==> config.mk <==
export PLATFORM = sky130hd
export DESIGN_NAME = sdfgb_axis
export DESIGN_NICKNAME = d
export VERILOG_FILES = /design/src/hdl/sdfgb_axis.sv
export SDC_FILE = /design/constraint.sdc
export NUM_CORES = 1
export LEC_CHECK = 0
export BUFFER_PORTS_ARGS = -buffer_cell sky130_fd_sc_hd__clkbuf_2
export CAP_MARGIN = 0
export CORE_MARGIN = 8
export CORE_UTILIZATION = 50
export CTS_CLUSTER_SIZE = 10
export DETAILED_ROUTE_END_ITERATION = 12
export PLACE_DENSITY_LB_ADDON = 0.2
export REMOVE_ABC_BUFFERS = 1
export SYNTH_ARGS = -nofsm -noshare
export SYNTH_HDL_FRONTEND = slang
export SYNTH_SLANG_ARGS = --single-unit
export TNS_END_PERCENT = 20
==> constraint.sdc <==
create_clock -name clock -period 14.1 [get_ports clock]
set_input_delay 2.115 -clock clock [delete_from_list [all_inputs] [get_ports clock]]
set_output_delay 2.115 -clock clock [all_outputs]
set_load 0.01 [all_outputs]
==> src/hdl/sdfgb_axis.sv <==
// sdfgb_axis: one axis of the grid locate, scaled coordinate and periodic cell wrap
// cell wrap by reciprocal multiplication and one compare-subtract; no package dependencies
module sdfgb_axis #(
   parameter int N = 32
) (
   input  logic                     clock,
   input  logic                     reset,
   input  logic                     start,
   input  logic signed [31:0]       pos,
   input  logic signed [31:0]       lo,
   input  logic [23:0]              inv,
   output logic                     busy,
   output logic [$clog2(N)-1:0]     cell_lo,
   output logic [$clog2(N)-1:0]     cell_hi,
   output logic [15:0]              frac
);

   localparam int IW = $clog2(N);
   localparam int UW = 26;
   localparam int OFS = N * ((2 ** 24 + N - 1) / N);
   localparam logic [25:0] RECIP = 26'((2 ** UW) / N);

   logic signed [32:0] diff;
   logic signed [24:0] scale;
   logic signed [57:0] g_in, g_ff;
   logic [UW-1:0]      u_start, u_ff;
   logic [51:0]        prod_ff;
   logic [25:0]        q_est;
   logic [UW-1:0]      qn;
   logic [IW:0]        r_est_ff;
   logic [IW-1:0]      rem_ff;
   logic [3:0]         pend_ff;

   assign diff    = 33'(pos) - 33'(lo);
   assign scale   = $signed({1'b0, inv});
   assign g_in    = 58'(diff) * 58'(scale);
   assign u_start = UW'(int'($signed(g_ff[56:32])) + OFS);
   assign q_est   = prod_ff[51:26];
   assign qn      = UW'(52'(q_est) * 52'(N));

   always_ff @(posedge clock) begin
      if (reset) begin
         pend_ff <= '0;
      end else begin
         pend_ff <= {pend_ff[2:0], start};
      end
   end

   // scale, offset, reciprocal estimate, then one correction
   always_ff @(posedge clock) begin
      if (start) begin
         g_ff <= g_in;
      end
      if (pend_ff[0]) begin
         u_ff <= u_start;
      end
      if (pend_ff[1]) begin
         prod_ff <= 52'(u_ff) * 52'(RECIP);
      end
      if (pend_ff[2]) begin
         r_est_ff <= (IW+1)'(u_ff - qn);
      end
      if (pend_ff[3]) begin
         rem_ff <= (r_est_ff >= (IW+1)'(N)) ? IW'(r_est_ff - (IW+1)'(N)) : IW'(r_est_ff);
      end
   end

   assign busy    = |pend_ff;
   assign frac    = g_ff[31:16];
   assign cell_lo = rem_ff;
   assign cell_hi = (rem_ff == IW'(N - 1)) ? '0 : rem_ff + IW'(1);

`ifndef SYNTH
   a_rem_range: assert property (@(posedge clock) disable iff (reset)
      pend_ff[3] |=> {1'b0, rem_ff} < (IW+1)'(N))
      else $error("cell remainder out of range");
   a_est_range: assert property (@(posedge clock) disable iff (reset)
      pend_ff[3] |-> {1'b0, r_est_ff} < (IW+2)'(2 * N))
      else $error("remainder estimate out of range");
   a_start_idle: assert property (@(posedge clock) disable iff (reset)
      start |-> !busy)
      else $error("axis started while busy");
   a_one_pass: assert property (@(posedge clock) disable iff (reset)
      $onehot0(pend_ff))
      else $error("overlapping wrap passes");
`endif

endmodule

[Yosys cells after proc, flatten, opt, wreduce, memory -nomap -nowiden]
Index checks and enable logic that the tools add are counted.
Word-level totals
  register bits after elaboration: 65
  latch bits: 0
  bits in writable memories: 0
  memory bits (read-only): 0
  input bits: 91
  word-level logic and storage cells: 17
  memories: 0
Cells by class
  add/sub/neg operators: 5
  $mul: 1
  div/mod/pow operators: 0
  $lt $le $gt $ge: 1
  eq/ne operators: 1
  shifts and indexed selects: 0
  mux-type cells: 2
  bitwise operators: 0
  reduce and logical (&&, ||, !) cells: 1
Operators with widths (count)
  $mul A33 B25 Y38: 1
  $sub A32 B32 Y33: 1
  $mux W5: 2
  $add A6 B1 Y6 const B: 1
  $ge A6 B6 Y1 const B: 1
  $sub A6 B6 Y6: 1
  $add A5 B1 Y5 const B: 1
  $eq A5 B5 Y1 const B: 1
  $sub A5 B1 Y5 const B: 1
  $reduce_or A4 Y1: 1

[Logic depth before layout (Yosys ltp)]
  depth after elaboration: 2
  gate-level depth with buffers: 38
  depth with buffers taken out: 37

[Worst setup path after synthesis]
Ideal clock, no wire load.
  path kind: input-to-reg
  from: input port pos[0]
  to: register g_ff[36], data pin
  setup time: 0.269 ns
  arrival time: 11.156 ns
  data required time: 13.831 ns
  setup slack: 2.674 ns
  stages: 36
  path buffers: 1
  path through: inv_1 ha_1 fa_1 nand2b_1 a21oi_2 o2111a_4 nor3_2 a32oi_2 a21o_1 a2111o_1 o211a_1 clkbuf_1 nand2_1 fa_1 fa_1 fa_1 fa_1 inv_1 fa_1 fa_1 inv_1 fa_1 inv_1 ha_1 a21oi_1 nor2_1 o21a_1 o311ai_0 o221ai_1 o2111a_1 o2111ai_1 o211ai_1 o41a_1 xor2_1 xnor3_1 xor3_1
On the way
  word-level cells in the longest chain between the ends: 2
RTL lines
  start: declaration: line 9  | input logic signed [31:0] pos,
  $sub A32 B32 Y33: line 34  | assign diff = 33'(pos) - 33'(lo);
  $mul A33 B25 Y38: line 36  | assign g_in = 58'(diff) * 58'(scale);
  net g_in[36]: line 25  | logic signed [57:0] g_in, g_ff;
  end signal: assignment: line 52  | g_ff <= g_in;
  end: declaration: line 25
The timed path passes the listed nets, and every way through them passes these cells.
A chain may end at the register's enable or synchronous reset.

[Worst setup path in the final report]
Same ends and word-level chain as after synthesis.

==> impl_metrics.prom <==
# TYPE chip_impl_metric gauge
chip_impl_info{name="status",value="finished, final reports clean"} 1
chip_impl_metric{name="worstMarginPinSlew",unit="ns"} 0.934
chip_impl_info{name="cpMaxStageDelayCell",value="o211a_1"} 1
chip_impl_metric{name="mappedNetlistArea",unit="sq mm"} 0.0215
chip_impl_info{name="timing.critical_path.from_type",value="input port"} 1
chip_impl_metric{name="dr_total_vias",unit=""} 15707
chip_impl_metric{name="synth_top_area_frac",unit=""} 0.464
chip_impl_metric{name="cts_buffers",unit=""} 5
chip_impl_info{name="hold_path.class",value="register to register"} 1
chip_impl_metric{name="cp_slowest_stage_delay",unit="ns"} 0.57
chip_impl_metric{name="io_pins",unit=""} 118
chip_impl_metric{name="synth_enable_flop_cells",unit=""} 36
chip_impl_metric{name="period_needed",unit="ns"} 12.15
chip_impl_metric{name="avgSynthCellArea",unit="sq um"} 9.01
chip_impl_metric{name="timing.critical_path.required",unit="ns"} 14.16
chip_impl_metric{name="post_cts_resize_count",unit=""} 0
chip_impl_metric{name="drt_first_pass_iters",unit=""} 5
chip_impl_info{name="clock_tree.root_cell",value="clkbuf_16"} 1
chip_impl_info{name="tritoncts",value="yes"} 1
chip_impl_info{name="rsz_0062_raised_after_global_routing",value="no"} 1
chip_impl_metric{name="final-hold-violation-count",unit=""} 0
chip_impl_metric{name="initialDrtViolationCount",unit=""} 768
chip_impl_info{name="worstSetupPathType",value="input port to register"} 1
chip_impl_info{name="worstSetupStartpoint",value="pos[0]"} 1
chip_impl_metric{name="worstRegToRegCells",unit=""} 0
chip_impl_metric{name="numClockSinks",unit=""} 40
chip_impl_metric{name="layout_worst_path_cycle_share",unit=""} 0.862
chip_impl_metric{name="achievable-frequency",unit="MHz"} 82.3
chip_impl_info{name="r2r-start",value="pend_ff[0]$_SDFF_PP0_"} 1
chip_impl_metric{name="cts_hold_repair.buffers",unit=""} 0
chip_impl_info{name="synth_top_cells_by_area",value="fa_1 (46%), inv_1 (10%), ha_1 (8.5%), and2_1 (7.8%), nand2_1 (5.4%)"} 1
chip_impl_metric{name="crit_fanout",unit=""} 14
chip_impl_metric{name="nets_final",unit=""} 3151
chip_impl_metric{name="final_core_utilization",unit=""} 0.531
chip_impl_metric{name="die_area",unit="sq mm"} 0.0498
chip_impl_metric{name="initial_utilization",unit=""} 0.502
chip_impl_metric{name="antenna_left",unit=""} 0
chip_impl_metric{name="rows",unit=""} 76
chip_impl_metric{name="synth-seq-area-share",unit=""} 0.0541
chip_impl_metric{name="synth_cell_type_count",unit=""} 76
chip_impl_metric{name="ys_seq_elements",unit=""} 40
chip_impl_metric{name="grt_max_degree",unit=""} 34
chip_impl_metric{name="route.final.wire_length",unit="microns"} 57400
chip_impl_metric{name="width_of_the_die",unit="microns"} 223
chip_impl_info{name="post_synth_top_area_cell",value="fa_1"} 1
chip_impl_metric{name="setup-tns-final",unit="ns"} 0
chip_impl_metric{name="detailedPlacementHpwl",unit="microns"} 45400
chip_impl_metric{name="areaGrowthSynthToFinish",unit="%"} 5.73
chip_impl_metric{name="postSynthCellCount",unit=""} 2382
chip_impl_metric{name="cts_htree_levels",unit=""} 2
chip_impl_metric{name="number_of_antenna_violations_at_the_first_check_in_global_routing",unit=""} 0
chip_impl_metric{name="cp_data_arrival_time",unit="ns"} 12.21
chip_impl_metric{name="final.setup_skew",unit="ns"} 0.0114
chip_impl_metric{name="ys_warn_count",unit=""} 0
chip_impl_metric{name="slew_viol_final",unit=""} 0
chip_impl_metric{name="worst_slew_slack_as_a_fraction_of_its_limit",unit=""} 0.373
chip_impl_metric{name="overflow",unit=""} 0
chip_impl_info{name="hold_sp",value="r_est_ff[0]$_DFFE_PP_"} 1
chip_impl_metric{name="total_of_buffers_placed_on_input_and_output_ports",unit=""} 117
chip_impl_info{name="critical_path.most_common_cell",value="fa_1"} 1
chip_impl_metric{name="post-cts-setup-buffer-count",unit=""} 0
chip_impl_metric{name="synthArstFlopShare",unit=""} 0
chip_impl_info{name="crit_end",value="g_ff[36]$_DFFE_PP_"} 1
chip_impl_metric{name="grt_pass1_vias",unit=""} 17906
chip_impl_metric{name="viasPerCell",unit=""} 5.30
chip_impl_metric{name="ctsLongestPathBuffers",unit=""} 2
chip_impl_metric{name="drcViolationCount",unit=""} 0
chip_impl_metric{name="grt_pass1_wl",unit="microns"} 94200
chip_impl_info{name="worstReg2RegEnd",value="u_ff[1]$_DFFE_PP_"} 1
chip_impl_metric{name="core",unit="sq mm"} 0.0427
chip_impl_info{name="synth_top_flop_cell",value="edfxtp_1"} 1
chip_impl_metric{name="cap_viol_max_count",unit=""} 0
chip_impl_metric{name="routabilityCongestion",unit=""} 0.878
chip_impl_metric{name="grt.total_usage",unit=""} 0.240
chip_impl_metric{name="die_height",unit="microns"} 223
chip_impl_metric{name="drive_above_1_share",unit=""} 0.0786
chip_impl_metric{name="clkLatencyLatePin",unit="ns"} 0.30
chip_impl_info{name="cp-end-kind",value="register"} 1
chip_impl_metric{name="clkSlewWorstSetupHoldPaths",unit="ns"} 0.07
chip_impl_metric{name="drt-wirelength-per-cell",unit="microns"} 19.4
chip_impl_metric{name="r2r_slack",unit="ns"} 13.31
chip_impl_metric{name="setup_viol_count_final",unit=""} 0
-- cells in the mapped netlist, types with 4 or more instances --
cell and instances:
and2_1 269, inv_1 600, xor2_1 20, nand3_1 8, nand2b_1 22, dfxtp_1 4
buf_2 7, o21ai_0 13, buf_4 16, o21a_1 12, fa_1 497, o221ai_1 4
nor2b_1 42, o21ai_1 6, nand4_1 7, nor3b_1 4, a21oi_1 37, a21o_1 12
a211oi_1 7, ha_1 146, nor4_1 5, nor3_1 14, nor2_1 42, clkbuf_1 101
o21bai_1 4, edfxtp_1 36, nand2_1 311, a31oi_1 10, xnor3_1 4, xnor2_1 46
o2111ai_1 5, and3_1 5
-- placed cells by master, fill, tap and decap left out, types with 9 or more instances in the layout --
cell	count
ha_1	146
fa_1	497
nor2b_1	42
a31oi_1	9
edfxtp_1	36
xor2_1	19
o21a_1	12
o21ai_0	13
nand2_1	311
nand2b_1	22
clkbuf_2	117
and2_1	269
buf_4	36
inv_1	600
nor3_1	14
xnor2_1	43
nor2_1	42
a21oi_1	37
a21o_1	12
-- flip-flops by register name, indices dropped and copies added, names as in the netlist --
register,cells
cell_lo,5
g_ff,21
pend_ff,4
r_est_ff,5
u_ff,5
-- worst min-delay path by stage --
stage,to,slack [ns],cells past startpoint
final,cell_lo[0]$_DFFE_PP_,0.42,0
after global routing,cell_lo[1]$_DFFE_PP_,0.41,0
after CTS,cell_lo[1]$_DFFE_PP_,0.41,0
after detailed placement,u_ff[2]$_DFFE_PP_,0.41,0
after global placement,cell_lo[3]$_DFFE_PP_,0.41,0
after floorplan,cell_lo[0]$_DFFE_PP_,0.40,0
-- through the flow --
step / setup WS, ns / hold slack (ns) / instance area (sq um) / instances
6_report: 1.95 / 0.416 / 22700 / 2966
3_3_place_gp: 1.72 / 0.406 / 22500 / 2956
2_1_floorplan: 2.66 / 0.400 / 20900 / 2257
4_1_cts: 1.94 / 0.414 / 22700 / 2964
5_1_grt: 1.53 / 0.414 / 22700 / 2964
3_5_place_dp: 1.61 / 0.405 / 22500 / 2956
-- critical path, delay by kind of cell --
kind / cells / cell delay [ns]
adders and majority gates: 10 / 4.52
AOI/OAI and AO/OA: 14 / 3.91
xor gates and xnor gates: 3 / 0.91
and+or+nand+nor: 4 / 0.48
buffers and inverters: 5 / 0.24
-- layer usage --
metal  track usage  vias to the layer above  part of all wire
met5             0                        -                 0
met1         0.286                     8102              0.40
met4        0.0909                        0             0.038
met3        0.0326                      124             0.052
li1              -                     7025                 -
met2         0.435                      456              0.51
-- layout make-up --
class	instances	area (sq um)
Clock buffer	5	125
Multi-Input combinational cell	1615	17500
Tap cell	546	683
Timing Repair Buffer	153	856
Sequential cell	40	1160
Clock inverter	3	46.3
Inverter	602	2260
Antenna cell	2	5.00
Fill cell	3896	20000
-- logic make-up (layout without fill, tap and decap cells) --
kind of cell	count (synthesis)	after routing	share of synthesized area
simple gates	745	745	0.176
buf+inv	727	763	0.130
fa+ha+maj	643	643	0.549
compound gates	148	148	0.0517
xor+xnor	76	76	0.0371
flops	40	40	0.0541
mux	3	3	0.00140
other cells	0	2	0
Power is not shown: default switching activity piles up to over one toggle a cycle in this logic, so the estimate is an artifact.
